File: config.mk
export PLATFORM = sky130hd
export DESIGN_NAME = packet_deframer_checksum_unit
export DESIGN_NICKNAME = d
export VERILOG_FILES = /design/src/hdl/pdc_pkg.sv /design/src/hdl/pdc_payload_ram.sv /design/src/hdl/pdc_parser.sv /design/src/hdl/pdc_drain.sv /design/src/hdl/packet_deframer_checksum_unit.sv
export VERILOG_INCLUDE_DIRS = /design/src /design/src/hdl
export SDC_FILE = /design/constraint.sdc
export NUM_CORES = 1
export LEC_CHECK = 0
export ABC_AREA = 0
export BUFFER_PORTS_ARGS = -buffer_cell sky130_fd_sc_hd__clkbuf_2
export CORE_ASPECT_RATIO = 1.25
export CORE_MARGIN = 8
export CORE_UTILIZATION = 30
export CTS_BUF_LIST = sky130_fd_sc_hd__clkbuf_8
export CTS_CLUSTER_SIZE = 24
export DETAILED_ROUTE_END_ITERATION = 8
export HOLD_SLACK_MARGIN = 0.02
export PLACE_DENSITY = 0.43
export SLEW_MARGIN = 20
export SYNTH_ARGS = -nofsm -noshare
export SYNTH_HDL_FRONTEND = slang
export SYNTH_SLANG_ARGS = --single-unit
File: constraint.sdc
create_clock -name clock -period 3.1 [get_ports clock]
set_input_delay 0.155 -clock clock [delete_from_list [all_inputs] [get_ports clock]]
set_output_delay 0.155 -clock clock [all_outputs]
set_load 0.005 [all_outputs]
File: src/hdl/assert_macros.svh
// Assertion macros shared by the deframer RTL.
// Simulation builds get the checks; synthesis builds define SYNTH and get empty bodies.
`ifndef ASSERT_MACROS_SVH
`define ASSERT_MACROS_SVH

`ifndef SYNTH

`define PDC_ASSERT(name, clk, rst, prop) \
   name: assert property (@(posedge clk) disable iff (rst) (prop)) \
      else $error("%m: assertion failed");

`define PDC_ASSERT_NEXT(name, clk, rst, ante, cons) \
   name: assert property (@(posedge clk) disable iff (rst) (ante) |=> (cons)) \
      else $error("%m: assertion failed");

`else

`define PDC_ASSERT(name, clk, rst, prop)

`define PDC_ASSERT_NEXT(name, clk, rst, ante, cons)

`endif

`endif

File: src/hdl/pdc_pkg.sv
// Shared types and constants for the packet deframer with checksum.
// No dependencies; every module imports this package.
package pdc_pkg;

   localparam int STORE_DEPTH = 64;
   localparam int ADDR_W      = $clog2(STORE_DEPTH);

   localparam logic [7:0] MAX_PAYLOAD    = 8'd64;
   localparam logic [7:0] HEADER_BYTE    = 8'hAF;
   localparam logic [6:0] STORE_DEPTH_V  = 7'(STORE_DEPTH);

   localparam logic REG_ADDRESSING = 1'b0;
   localparam logic REG_RX_LIMIT   = 1'b1;

   typedef enum logic [1:0] {
      KIND_PAYLOAD = 2'd0,
      KIND_EMPTY   = 2'd1,
      KIND_OVER    = 2'd2
   } kind_type;

   typedef struct packed {
      logic              start;
      kind_type          kind;
      logic [6:0]        length;
      logic [7:0]        src;
      logic [7:0]        dst;
   } drain_cmd_type;

   typedef struct packed {
      logic busy;
   } drain_status_type;

   typedef struct packed {
      logic              en;
      logic [ADDR_W-1:0] addr;
      logic [7:0]        data;
   } ram_wr_type;

   typedef struct packed {
      logic              en;
      logic [ADDR_W-1:0] addr;
   } ram_rd_type;

   typedef struct packed {
      kind_type          kind;
      logic [7:0]        data;
      logic [5:0]        idx;
      logic              last;
      logic [6:0]        length;
      logic [7:0]        src;
      logic [7:0]        dst;
   } result_type;

endpackage

File: src/hdl/pdc_payload_ram.sv
// Payload buffer: one write port and one registered read port.
// Depends on pdc_pkg.
module pdc_payload_ram (
   input  logic               clock,
   input  pdc_pkg::ram_wr_type wr,
   input  pdc_pkg::ram_rd_type rd,
   output logic [7:0]         rd_data
);
   import pdc_pkg::*;

   logic [7:0] mem [STORE_DEPTH];
   logic [7:0] rd_data_ff;

   always_ff @(posedge clock) begin
      if (wr.en) begin
         mem[wr.addr] <= wr.data;
      end
      if (rd.en) begin
         rd_data_ff <= mem[rd.addr];
      end
   end

   assign rd_data = rd_data_ff;

endmodule

File: src/hdl/pdc_parser.sv
// Frame parser: header hunt, length, addresses, payload capture and checksum test.
// Depends on pdc_pkg; writes the payload buffer and starts the drain unit.
module pdc_parser (
   input  logic                      clock,
   input  logic                      reset,
   input  logic                      req_valid,
   output logic                      req_ready,
   input  logic [7:0]                req_rx_byte,
   input  logic                      addressing_on,
   input  logic [6:0]                rx_limit,
   input  pdc_pkg::drain_status_type drain_status,
   output pdc_pkg::ram_wr_type       ram_wr,
   output pdc_pkg::drain_cmd_type    drain_cmd
);
   import pdc_pkg::*;

   typedef enum logic [2:0] {
      PH_HUNT    = 3'd0,
      PH_LENGTH  = 3'd1,
      PH_DEST    = 3'd2,
      PH_PAYLOAD = 3'd3,
      PH_SRC     = 3'd4,
      PH_CHECK   = 3'd5
   } phase_type;

   phase_type  phase_ff, phase_in;
   logic [6:0] exp_len_ff, exp_len_in;
   logic [6:0] taken_ff, taken_in;
   logic [7:0] sum_ff, sum_in;
   logic [7:0] dest_ff, dest_in;
   logic [7:0] src_ff, src_in;

   logic       accept;
   logic [7:0] sum_plus;
   logic [6:0] taken_next;
   logic       good;
   logic       over;
   phase_type  after_payload;

   assign req_ready     = !drain_status.busy;
   assign accept        = req_valid && req_ready;
   assign sum_plus      = sum_ff + req_rx_byte;
   assign taken_next    = taken_ff + 7'd1;
   assign good          = (sum_plus == 8'd0);
   assign over          = (exp_len_ff > rx_limit) || (exp_len_ff > STORE_DEPTH_V);
   assign after_payload = addressing_on ? PH_SRC : PH_CHECK;

   always_comb begin
      phase_in   = phase_ff;
      exp_len_in = exp_len_ff;
      taken_in   = taken_ff;
      sum_in     = sum_ff;
      dest_in    = dest_ff;
      src_in     = src_ff;
      ram_wr.en   = 1'b0;
      ram_wr.addr = taken_ff[ADDR_W-1:0];
      ram_wr.data = req_rx_byte;
      drain_cmd.start  = 1'b0;
      drain_cmd.kind   = KIND_PAYLOAD;
      drain_cmd.length = exp_len_ff;
      drain_cmd.src    = addressing_on ? src_ff : 8'd0;
      drain_cmd.dst    = addressing_on ? dest_ff : 8'd0;
      if (over) begin
         drain_cmd.kind = KIND_OVER;
      end else if (exp_len_ff == 7'd0) begin
         drain_cmd.kind = KIND_EMPTY;
      end
      if (accept) begin
         case (phase_ff)
            PH_LENGTH: begin
               if (req_rx_byte > MAX_PAYLOAD) begin
                  phase_in = PH_HUNT;
               end else begin
                  exp_len_in = req_rx_byte[6:0];
                  taken_in   = 7'd0;
                  dest_in    = 8'd0;
                  src_in     = 8'd0;
                  sum_in     = sum_plus;
                  if (addressing_on) begin
                     phase_in = PH_DEST;
                  end else if (req_rx_byte != 8'd0) begin
                     phase_in = PH_PAYLOAD;
                  end else begin
                     phase_in = PH_CHECK;
                  end
               end
            end
            PH_DEST: begin
               dest_in  = req_rx_byte;
               sum_in   = sum_plus;
               phase_in = (exp_len_ff != 7'd0) ? PH_PAYLOAD : after_payload;
            end
            PH_PAYLOAD: begin
               ram_wr.en = 1'b1;
               sum_in    = sum_plus;
               taken_in  = taken_next;
               if (taken_next >= exp_len_ff) begin
                  phase_in = after_payload;
               end
            end
            PH_SRC: begin
               src_in   = req_rx_byte;
               sum_in   = sum_plus;
               phase_in = PH_CHECK;
            end
            PH_CHECK: begin
               phase_in        = PH_HUNT;
               sum_in          = 8'd0;
               drain_cmd.start = over || good;
            end
            default: begin
               if (req_rx_byte == HEADER_BYTE) begin
                  sum_in   = HEADER_BYTE;
                  phase_in = PH_LENGTH;
               end else begin
                  phase_in = PH_HUNT;
               end
            end
         endcase
      end
   end

   always_ff @(posedge clock) begin
      if (reset) begin
         phase_ff   <= PH_HUNT;
         exp_len_ff <= 7'd0;
         taken_ff   <= 7'd0;
         sum_ff     <= 8'd0;
         dest_ff    <= 8'd0;
         src_ff     <= 8'd0;
      end else begin
         phase_ff   <= phase_in;
         exp_len_ff <= exp_len_in;
         taken_ff   <= taken_in;
         sum_ff     <= sum_in;
         dest_ff    <= dest_in;
         src_ff     <= src_in;
      end
   end

endmodule

File: src/hdl/pdc_drain.sv
// Drain unit: reads the payload buffer in order and queues results in a two-entry buffer.
// Depends on pdc_pkg; reads through the payload buffer's registered read port.
module pdc_drain (
   input  logic                      clock,
   input  logic                      reset,
   input  pdc_pkg::drain_cmd_type    drain_cmd,
   output pdc_pkg::drain_status_type drain_status,
   output pdc_pkg::ram_rd_type       ram_rd,
   input  logic [7:0]                ram_rd_data,
   output logic                      rsp_valid,
   input  logic                      rsp_ready,
   output pdc_pkg::result_type       rsp_result
);
   import pdc_pkg::*;

   logic       active_ff, active_in;
   kind_type   kind_ff, kind_in;
   logic [6:0] len_ff, len_in;
   logic [5:0] idx_ff, idx_in;
   logic [7:0] src_ff, src_in;
   logic [7:0] dst_ff, dst_in;

   logic       fl_valid_ff, fl_valid_in;
   kind_type   fl_kind_ff, fl_kind_in;
   logic [5:0] fl_idx_ff, fl_idx_in;
   logic       fl_last_ff, fl_last_in;

   result_type fifo_ff [2];
   logic       rd_ptr_ff, rd_ptr_in;
   logic       wr_ptr_ff, wr_ptr_in;
   logic [1:0] cnt_ff, cnt_in;

   logic       pop;
   logic       push;
   logic       step;
   logic       step_last;
   logic [1:0] occ;
   result_type push_result;

   assign pop       = (cnt_ff != 2'd0) && rsp_ready;
   assign push      = fl_valid_ff;
   assign occ       = cnt_ff + {1'b0, fl_valid_ff};
   assign step      = active_ff && (occ < (2'd2 + {1'b0, pop}));
   assign step_last = (kind_ff != KIND_PAYLOAD) || (({1'b0, idx_ff} + 7'd1) == len_ff);

   assign drain_status.busy = active_ff;
   assign ram_rd.en         = step && (kind_ff == KIND_PAYLOAD);
   assign ram_rd.addr       = idx_ff[ADDR_W-1:0];

   always_comb begin
      push_result.kind   = fl_kind_ff;
      push_result.data   = (fl_kind_ff == KIND_PAYLOAD) ? ram_rd_data : 8'd0;
      push_result.idx    = fl_idx_ff;
      push_result.last   = fl_last_ff;
      push_result.length = len_ff;
      push_result.src    = src_ff;
      push_result.dst    = dst_ff;
   end

   always_comb begin
      active_in   = active_ff;
      kind_in     = kind_ff;
      len_in      = len_ff;
      idx_in      = idx_ff;
      src_in      = src_ff;
      dst_in      = dst_ff;
      fl_valid_in = step;
      fl_kind_in  = kind_ff;
      fl_idx_in   = (kind_ff == KIND_PAYLOAD) ? idx_ff : 6'd0;
      fl_last_in  = step_last;
      if (drain_cmd.start) begin
         active_in = 1'b1;
         kind_in   = drain_cmd.kind;
         len_in    = drain_cmd.length;
         idx_in    = 6'd0;
         src_in    = drain_cmd.src;
         dst_in    = drain_cmd.dst;
      end else if (step) begin
         if (step_last) begin
            active_in = 1'b0;
         end else begin
            idx_in = idx_ff + 6'd1;
         end
      end
      rd_ptr_in = pop ? !rd_ptr_ff : rd_ptr_ff;
      wr_ptr_in = push ? !wr_ptr_ff : wr_ptr_ff;
      cnt_in    = cnt_ff + {1'b0, push} - {1'b0, pop};
   end

   always_ff @(posedge clock) begin
      if (reset) begin
         active_ff   <= 1'b0;
         fl_valid_ff <= 1'b0;
         rd_ptr_ff   <= 1'b0;
         wr_ptr_ff   <= 1'b0;
         cnt_ff      <= 2'd0;
      end else begin
         active_ff   <= active_in;
         fl_valid_ff <= fl_valid_in;
         rd_ptr_ff   <= rd_ptr_in;
         wr_ptr_ff   <= wr_ptr_in;
         cnt_ff      <= cnt_in;
      end
   end

   always_ff @(posedge clock) begin
      kind_ff    <= kind_in;
      len_ff     <= len_in;
      idx_ff     <= idx_in;
      src_ff     <= src_in;
      dst_ff     <= dst_in;
      fl_kind_ff <= fl_kind_in;
      fl_idx_ff  <= fl_idx_in;
      fl_last_ff <= fl_last_in;
      if (push) begin
         fifo_ff[wr_ptr_ff] <= push_result;
      end
   end

   assign rsp_valid  = (cnt_ff != 2'd0);
   assign rsp_result = fifo_ff[rd_ptr_ff];

endmodule

File: src/hdl/packet_deframer_checksum_unit.sv
// Top level of the byte-stream packet deframer with two's-complement checksum.
// Depends on pdc_pkg, pdc_parser, pdc_payload_ram, pdc_drain and assert_macros.svh.
//
// Received bytes are taken one per cycle while a frame is being parsed; payload bytes
// go into a 64-entry buffer RAM. When the checksum byte of a good or oversize frame is
// taken, the request side stops while the buffer is read out through its single read
// port, one result per cycle while the two-entry result queue has room; an empty or
// oversize frame gives a single result and no read. Bytes that follow are taken again
// as soon as the last result has been issued toward the queue, while queued results
// still wait. A frame with a bad checksum produces no result unless it is oversize;
// one longer than rx_limit produces a single oversize result, but a length byte above
// 64 sends the parser back to the header hunt. The buffer needs no clearing after reset.
`include "assert_macros.svh"

module packet_deframer_checksum_unit (
   input  logic       clock,
   input  logic       reset,
   input  logic       req_valid,
   output logic       req_ready,
   input  logic [7:0] req_rx_byte,
   output logic       rsp_valid,
   input  logic       rsp_ready,
   output logic [1:0] rsp_kind,
   output logic [7:0] rsp_data_byte,
   output logic [5:0] rsp_byte_index,
   output logic       rsp_last,
   output logic [6:0] rsp_frame_length,
   output logic [7:0] rsp_source_address,
   output logic [7:0] rsp_destination_address,
   input  logic       csr_write_enable,
   input  logic       csr_index,
   input  logic [6:0] csr_write_data
);
   import pdc_pkg::*;

   logic             addressing_on_ff, addressing_on_in;
   logic [6:0]       rx_limit_ff, rx_limit_in;

   drain_cmd_type    drain_cmd;
   drain_status_type drain_status;
   ram_wr_type       ram_wr;
   ram_rd_type       ram_rd;
   logic [7:0]       ram_rd_data;
   result_type       rsp_result;
   logic             single_fields_ok;

   always_comb begin
      addressing_on_in = addressing_on_ff;
      rx_limit_in      = rx_limit_ff;
      if (csr_write_enable) begin
         case (csr_index)
            REG_ADDRESSING: addressing_on_in = csr_write_data[0];
            REG_RX_LIMIT:   rx_limit_in      = csr_write_data;
            default:        addressing_on_in = addressing_on_ff;
         endcase
      end
   end

   always_ff @(posedge clock) begin
      if (reset) begin
         addressing_on_ff <= 1'b1;
         rx_limit_ff      <= 7'd64;
      end else begin
         addressing_on_ff <= addressing_on_in;
         rx_limit_ff      <= rx_limit_in;
      end
   end

   pdc_parser u_parser (
      .clock        (clock),
      .reset        (reset),
      .req_valid    (req_valid),
      .req_ready    (req_ready),
      .req_rx_byte  (req_rx_byte),
      .addressing_on(addressing_on_ff),
      .rx_limit     (rx_limit_ff),
      .drain_status (drain_status),
      .ram_wr       (ram_wr),
      .drain_cmd    (drain_cmd)
   );

   pdc_payload_ram u_ram (
      .clock  (clock),
      .wr     (ram_wr),
      .rd     (ram_rd),
      .rd_data(ram_rd_data)
   );

   pdc_drain u_drain (
      .clock       (clock),
      .reset       (reset),
      .drain_cmd   (drain_cmd),
      .drain_status(drain_status),
      .ram_rd      (ram_rd),
      .ram_rd_data (ram_rd_data),
      .rsp_valid   (rsp_valid),
      .rsp_ready   (rsp_ready),
      .rsp_result  (rsp_result)
   );

   assign rsp_kind                = rsp_result.kind;
   assign rsp_data_byte           = rsp_result.data;
   assign rsp_byte_index          = rsp_result.idx;
   assign rsp_last                = rsp_result.last;
   assign rsp_frame_length        = rsp_result.length;
   assign rsp_source_address      = rsp_result.src;
   assign rsp_destination_address = rsp_result.dst;

   assign single_fields_ok = (rsp_kind == KIND_PAYLOAD) ||
                             (rsp_last && rsp_data_byte == 8'd0 && rsp_byte_index == 6'd0);

   `PDC_ASSERT(a_start_when_idle, clock, reset, !drain_cmd.start || !drain_status.busy)
   `PDC_ASSERT(a_no_write_during_drain, clock, reset, !ram_wr.en || !drain_status.busy)
   `PDC_ASSERT_NEXT(a_start_makes_busy, clock, reset, drain_cmd.start, drain_status.busy)
   `PDC_ASSERT(a_single_result_fields, clock, reset, !rsp_valid || single_fields_ok)

endmodule
==> out/metrics.sh, run 1 <==
MAX_CAP_VIOL_COUNT=0
LARGEST_NET_DEGREE_AT_THE_START_OF_GLOBAL_ROUTING=71
INITIAL_UTILIZATION=0.302
SLEW_VIOLATIONS=0
DOMINANT_REGISTER_CELL_IN_THE_SYNTHESIZED_NETLIST='edfxtp_1'
FINALWEIGHTEDCONGESTION=0.757
CTSLONGESTPATHBUFFERS=3
DETAIL-ROUTE-ANTENNA-NETS=0
NUMBER_OF_LEVELS_IN_THE_CLOCK_H_TREE=3
FINALCRITPERIODSHARE=0.951
VIAS_PER_CELL=4.67
SYNTH_COMMON_CELLS='625 x edfxtp_1, 154 x mux4_2, 113 x nor2_1'
NETLIST_TOP_CELLS_AREA='edfxtp_1 68%, mux4_2 13%, dfxtp_1 5.1%'
NUM-NETS-FINAL=1800
GRT_FIRST_PASS_WIRELENGTH_UM=103000
CTS_ROOT_BUF='clkbuf_8'
POWER_PER_CELL_AREA_nW_PER_UM2=552
DR_TOTAL_VIAS=14200
GRT_TOTAL_OVFL=0
AREA_DELTA_SYNTH_FINAL_PCT=18.0
REGTOREGENDPOINT='u_drain.len_ff[5]'
HOLDCRITSTARTPOINT='req_rx_byte[3]'
SYN_NETS=1545
DRTPASS1ITERATIONS=5
TRITONCTS='done'
STARTPOINT_TYPE='flop'
POST_SYNTH_INST_COUNT=1497
SYNTHESIS.AREA_UM2=27600
SYNTH.YOSYS.WARNINGS=0
DIEHEIGHT_UM=355
CP_DATA_ARRIVAL_TIME_NS=3.35
CRIT_FANOUT=25
CLOCK_SKEW_NS=0.0510
HOLD-PATH-ENDPOINT='u_ram.mem[36][3]'
SYNTH_SEQ_AREA_SHARE=0.731
FP.DIEW_UM=287
PLACEMENTROWS=124
HOLD_DEPTH=2
SHARE_OF_FLIP_FLOPS_WITH_AN_ASYNCHRONOUS_SET_OR_RESET=0
DETAILED_PLACE_HPWL_UM=44900
FINAL.HOLD.WORST_SLACK_NS=0.108
HOLD_CLASS='input port to flop'
SHARE_OF_POST_ROUTE_CELLS_WITH_DRIVE_STRENGTH_ABOVE_1=0.296
TIMING.FMAX_GHz=0.339
CP.REQUIRED_NS=3.50
ROUTED_WL_UM=69600
ANTENNA_FOUND_INITIAL=2
COUNT_OF_DIFFERENT_CELL_MASTERS_AFTER_SYNTHESIS=55
WORST_R2R_PATH_DEPTH=9
ROUTED_WIRE_PER_STD_CELL_UM=22.9
R2R-START='u_parser.sum_ff[0]'
GRT_USE_TOTAL=0.135
DESIGN.DIE.AREA_UM2=102000
RUN_STATUS='finished, final reports clean'
SYNTH_SEQ_CELLS=696
POST-SYNTH-TOP-COUNT-CELL='edfxtp_1'
MULTIINPUTGATEAREA_UM2=7010
CLK_PIN_SLEW_WORST_PATHS_NS=0.07
SETUP.WORST_PATH.END_CLASS='flop'
SETUP_VIOL=0
FP.COREAREA_UM2=91400
ROUTE.DETAILED.DRC=0
POST-ROUTE-UTIL=0.357
CTS_SETUP_BUFFERS=0
POST-LAYOUT-TOTAL-POWER_mW=18.0
FILLERS=8581
SYNTH.AVG_CELL_AREA_UM2=18.5
FIRST_ITER_VIOLATIONS=683
CTS_BUFFERS=107
CLK-INSERTION-DELAY-LATE_NS=0.73
PEAKVDDDROP_V=0.000369
CRIT_TYPE='flop to flop'
WORST_SLEW_PIN_SLEW_NS=0.996
IO-PIN-COUNT=63
NUMPORTBUFFERS=62
FINAL.SETUP.TNS_NS=0
SEQ_AREA_UM2=20200
GRT_SETUP_UNREPAIRED='false'
FF2FF_SETUP_SLACK_NS=0.15
LAYOUT_MIN_CYCLE_TIME_NS=2.95
REPORT.FINAL.HOLD_VIOL_COUNT=0
FIRST_GLOBAL_VIAS=15200
MAX-SLEW-MARGIN-REL=0.336
EDFF_COUNT_SYNTH=625
SYNTH.TOP_CELL.AREA_SHARE=0.679
CTS.SINKS=696
POWER.LEAKAGE_nW=10.6
YOSYS.AREA.TOP_TYPE='edfxtp_1'
==> layout by cell type (no fill, tap or decap), types with 6 or more instances in the layout <==
master,netlist,layout
nor2_1,113,113
buf_4,1,114
nor2b_1,15,14
nor3_1,17,16
nor4_1,7,6
clkinv_1,0,26
o21a_1,9,9
a21oi_1,55,55
dlygate4sd3_1,0,27
clkbuf_2,0,59
xnor2_1,10,10
a221o_1,6,6
nand2_1,50,50
and2_1,33,32
clkinv_2,0,21
nand3_1,34,34
buf_12,0,15
xor2_1,17,17
o21ai_0,9,9
nand4_1,9,9
mux4_2,154,154
edfxtp_1,625,625
ha_1,26,26
a22oi_1,6,6
dfxtp_1,71,66
clkbuf_8,0,109
mux2_2,40,40
nand2b_1,9,9
mux2i_1,23,23
inv_1,30,61
==> routing by layer <==
layer	wire length (µm)	share of wire	track usage
met5	0	0	0
met4	1440	0.021	0.0392
met3	2500	0.036	0.0252
met2	36900	0.53	0.243
met1	28800	0.41	0.162
==> final cells by class <==
cell class                      instances  share of cell area
Clock buffer                          109              0.0460
Antenna cell                            2            0.000153
Multi-Input combinational cell        699               0.215
Tap cell                             1197              0.0459
Timing Repair Buffer                  218              0.0533
Inverter                               30             0.00345
Sequential cell                       696               0.620
Clock inverter                         91              0.0167
==> registers in the layout (all words and copies together) (netlist names), 2 cells and up, named ones only <==
| signal | flops |
|---|---|
| rx_limit_ff | 7 |
| u_drain.cnt_ff | 2 |
| u_drain.dst_ff | 8 |
| u_drain.fifo_ff | 80 |
| u_drain.fl_idx_ff | 6 |
| u_drain.fl_kind_ff | 2 |
| u_drain.fl_kind_in | 2 |
| u_drain.idx_ff | 6 |
| u_drain.len_ff | 7 |
| u_drain.src_ff | 8 |
| u_parser.dest_ff | 8 |
| u_parser.exp_len_ff | 7 |
| u_parser.phase_ff | 3 |
| u_parser.src_ff | 8 |
| u_parser.sum_ff | 8 |
| u_parser.taken_ff | 7 |
| u_ram.mem | 512 |
| u_ram.rd_data | 8 |
==> cells by family (layout without fill, tap and decap cells) <==
family | count (synthesis) | in the layout | share of synthesized area
flip-flops | 696 | 696 | 0.731
multiplexers | 217 | 217 | 0.150
XOR/XNOR | 27 | 27 | 0.00856
AND/OR/NAND/NOR | 315 | 315 | 0.0557
AO/OA/AOI/OAI | 113 | 113 | 0.0258
buffers and inverters | 102 | 448 | 0.0167
other | 0 | 2 | 0
adder cells (fa/ha/maj) | 27 | 27 | 0.0125
==> power breakdown <==
group	internal, mW	total, mW	switching [mW]
combinational	0.165	0.425	0.260
clock	3.73	7.34	3.62
sequential	10.2	10.2	0.0432
total	14.1	18.0	3.92
==> critical path, cell delays in order (launching register included) <==
cell	delay, ns
dfxtp_1	0.34
ha_1	0.18
inv_1	0.06
fa_1	0.39
xnor2_1	0.16
or3b_1	0.37
nor4_2	0.30
or4b_4	0.52
nand2_1	0.13
buf_12	0.20
==> timing repair <==
action / 4_1_cts / 5_1_grt
hold buffers: 27 / 0
endpoints found under the hold margin: 15 / 0
resized for setup: 0 / 3
endpoints found under the setup margin: 0 / 26
==> how the worst max path moves through the flow <==
stage,from,end,slack (ns),cells past startpoint
global route,u_parser.sum_ff[0],u_drain.len_ff[5],0.004,9
CTS,u_parser.sum_ff[0],u_drain.dst_ff[2],0.08,9
finish,u_parser.sum_ff[0],u_drain.len_ff[5],0.15,9
global placement,req_rx_byte[0],u_drain.dst_ff[6],0.05,10
floorplan,u_parser.sum_ff[0],u_drain.dst_ff[0],0.01,8
detailed placement,req_rx_byte[0],u_drain.src_ff[3],0.06,10
==> per-stage QoR <==
step / area (µm²) / cells / worst slack (ns)
floorplan: 27600 / 1497 / 0.0105
global placement: 30300 / 2813 / 0.0471
detailed placement: 30300 / 2813 / 0.0579
CTS: 32600 / 3040 / 0.0765
global route: 32600 / 3041 / 0.00403
finish: 32600 / 3042 / 0.151
Note: power is estimated with default switching activity, not from simulation.
==> inputs of run 2 (changes only) <==
--- a/config.mk
+++ b/config.mk
@@ -7,11 +7,10 @@
 export NUM_CORES = 1
 export LEC_CHECK = 0
 export ABC_AREA = 0
-export BUFFER_PORTS_ARGS = -buffer_cell sky130_fd_sc_hd__clkbuf_2
+export BUFFER_PORTS_ARGS = -buffer_cell sky130_fd_sc_hd__buf_2
 export CORE_ASPECT_RATIO = 1.25
 export CORE_MARGIN = 8
 export CORE_UTILIZATION = 30
-export CTS_BUF_LIST = sky130_fd_sc_hd__clkbuf_8
 export CTS_CLUSTER_SIZE = 24
 export DETAILED_ROUTE_END_ITERATION = 8
 export HOLD_SLACK_MARGIN = 0.02
==> run 2 against run 1 <==
- clock power increased by 19%
- total power is 7.7% higher
- flip-flop and latch count is the same
- count of clock-buffer cells in the layout down 21
- highest routed layer unchanged
==> out/metrics.sh, run 2 (synthesis results as in run 1) <==
FINALWEIGHTEDCONGESTION=0.774  # +2.2%
LAYOUT_TOP_REGISTERS='u_ram.mem: 512 flops, u_drain.fifo_ff: 80 flops'
NUMPORTBUFFERS=62  # unchanged
GRT_SETUP_UNREPAIRED='false'
MULTIINPUTGATEAREA_UM2=7000  # -0.13%
PEAKVDDDROP_V=0.000364  # -1.4%
FINAL.SETUP.TNS_NS=0  # unchanged
HOLDCRITSTARTPOINT='reset'
DESIGN.DIE.AREA_UM2=102000  # unchanged
HOLD_DEPTH=2  # unchanged
POST-LAYOUT-TOTAL-POWER_mW=19.4  # +7.7%
TOP_LAYER_USED='met4'
FIRST_GLOBAL_VIAS=14800  # -3.1%
GRT_TOTAL_OVFL=0  # unchanged
SETUP_VIOL=0  # unchanged
SEQ_AREA_UM2=20200  # unchanged
DIEHEIGHT_UM=355  # unchanged
CP_DATA_ARRIVAL_TIME_NS=3.23  # -0.12 ns
MAX-SLEW-MARGIN-REL=0.346  # +0.00994
FIRST_ITER_VIOLATIONS=949  # +39%
REPORT.FINAL.HOLD_VIOL_COUNT=0  # unchanged
ROUTE.DETAILED.DRC=0  # unchanged
CLK_PIN_SLEW_WORST_PATHS_NS=0.06  # about the same
CRIT_FANOUT=25  # unchanged
FF2FF_SETUP_SLACK_NS=0.18  # +0.03 ns
FINAL.HOLD.WORST_SLACK_NS=0.0507  # -0.0571 ns
DRTPASS1ITERATIONS=5  # unchanged
POSTLAYOUTCELLAREA_UM2=32700  # +0.35%
NUMBER_OF_LEVELS_IN_THE_CLOCK_H_TREE=3  # unchanged
STARTPOINT_TYPE='flop'
REGTOREGENDPOINT='u_drain.fl_kind_in[0]'
CTSLONGESTPATHBUFFERS=3  # unchanged
INITIAL_UTILIZATION=0.302  # unchanged
SETUP_WS_FINAL_NS=0.180  # +0.0290 ns
PLACE_INST=2801  # -0.43%
LAYOUT_MIN_CYCLE_TIME_NS=2.92  # -0.0290 ns
ANTENNA_FOUND_INITIAL=0  # -2
LAYOUT.CELLS.MOST_COMMON_LIST='625 x edfxtp_1, 154 x mux4_2, 113 x nor2_1, 106 x buf_4, 72 x clkbuf_16'
PRE_CTS_WS_NS=0.0683  # +0.0103 ns
CP.REQUIRED_NS=3.41  # -0.09 ns
RUN_STATUS='finished, final reports clean'
GRT_USE_TOTAL=0.133  # -0.00175
GRT_FIRST_PASS_WIRELENGTH_UM=101000  # -1.6%
MET2ROUTEDLENGTH_UM=35700  # -3.2%
POWER.LEAKAGE_nW=10.4  # -1.5%
POWER_PER_CELL_AREA_nW_PER_UM2=593  # +7.3%
WORST_R2R_PATH_DEPTH=9  # unchanged
DETAILED_PLACE_HPWL_UM=43800  # -2.5%
MAX_CAP_VIOL_COUNT=0  # unchanged
FP.DIEW_UM=287  # unchanged
FINALNONFILLERCELLS=2952  # -3.0%
HOLD-PATH-ENDPOINT='u_parser.exp_len_ff[2]'
SHARE_OF_POST_ROUTE_CELLS_WITH_DRIVE_STRENGTH_ABOVE_1=0.279  # -0.0171
CLOCK_SKEW_NS=0.0206  # -0.0304 ns
SLEW_VIOLATIONS=0  # unchanged
DRT-MET1-WL_UM=28200  # -2.2%
NUM-NETS-FINAL=1746  # -3.0%
CLK-INSERTION-DELAY-LATE_NS=0.61  # -0.12 ns
LARGEST_NET_DEGREE_AT_THE_START_OF_GLOBAL_ROUTING=71  # unchanged
SETUP.WORST_PATH.END_CLASS='flop'
CRIT_TYPE='flop to flop'
MET3ROUTEDLENGTH_UM=2700  # +8.1%
FINALCRITPERIODSHARE=0.942  # -0.00934
IO-PIN-COUNT=63  # unchanged
REGISTERS.TOP_BY_FF_COUNT='u_ram.mem'
TIMING.FMAX_GHz=0.342  # +0.99%
ANTENNA_CELLS=0  # -2
FP.COREAREA_UM2=91400  # unchanged
LARGEST_REGISTER_FFS=512  # unchanged
VIAS_PER_CELL=4.75  # +1.6%
POST-ROUTE-UTIL=0.358  # +0.00123
R2R-START='u_parser.sum_ff[0]'
CTS_BUFFERS=72  # -33%
DR_TOTAL_VIAS=14000  # -1.4%
WORST_SLEW_PIN_SLEW_NS=0.981  # -0.0149 ns
HOLD_CLASS='input port to flop'
PLACEDINSTANCEAREA_UM2=30100  # -0.42%
TRITONCTS='done'
PLACEMENTROWS=124  # unchanged
AREA_DELTA_SYNTH_FINAL_PCT=18.4
CTS_ROOT_BUF='clkbuf_16'
CTS.SINKS=696  # unchanged
LAYOUT.CELLS.MOST_COMMON='edfxtp_1'
FILLERS=8505  # -0.89%
ROUTED_WL_UM=68200  # -2.0%
DETAIL-ROUTE-ANTENNA-NETS=0  # unchanged
ROUTED_WIRE_PER_STD_CELL_UM=23.1  # +1.0%
[run 2: cell types whose count changed in the layout (fill, tap and decap cells not counted), sizes merged]
cell and change:
dlygate4sd3 -7, diode -2, bufinv +4, inv -32
clkbuf -80, clkinvlp -1, clkinv -19, buf +47
[run 2: final cells by class]
type,instances,share of cell area
Clock inverter,43,0.0145
Multi-Input combinational cell,699,0.214
Tap cell,1197,0.0458
Inverter,30,0.00344
Clock buffer,88,0.0578
Sequential cell,696,0.617
Timing Repair Buffer,199,0.0471
[run 2: per-layer routing]
| layer | vias up | GRT usage |
|---|---|---|
| met3 | 87 | 0.0218 |
| li1 | 6359 | - |
| met4 | 0 | 0.0463 |
| met1 | 7281 | 0.162 |
| met5 | - | 0 |
| met2 | 287 | 0.236 |
[run 2: worst max path at each step]
stage	startpoint	to	slack [ns]	depth (start not counted)
finish	u_parser.sum_ff[0]	u_drain.fl_kind_in[0]	0.18	9
detailed placement	req_rx_byte[0]	u_drain.len_ff[0]	0.07	10
global placement	req_rx_byte[0]	u_drain.src_ff[5]	0.07	10
CTS	u_parser.sum_ff[0]	u_drain.len_ff[6]	0.10	9
floorplan	u_parser.sum_ff[0]	u_drain.dst_ff[0]	0.01	8
global route	u_parser.sum_ff[0]	u_drain.len_ff[0]	0.03	9
[run 2: timing repair]
action / in CTS / in global routing
hold buffers: 20 / 0
resized for setup: 0 / 1
endpoints found under the setup margin: 0 / 25
buffers inserted: 0 / 0
endpoints found under the hold margin: 14 / 0
[run 2: critical path, stage by stage (launching register included)]
cell and delay [ns]:
dfxtp_1 0.33, ha_1 0.17, inv_1 0.06, fa_1 0.39
xnor2_1 0.15, or3b_1 0.37, nor4_2 0.31, or4b_1 0.50
nand2_1 0.15, buf_12 0.19
[run 2: power breakdown]
group	total [mW]	internal (mW)	switching (mW)	leakage, nW
combinational	0.417	0.162	0.255	3.06
clock	8.73	5.12	3.62	1.15
sequential	10.2	10.2	0.0440	6.22
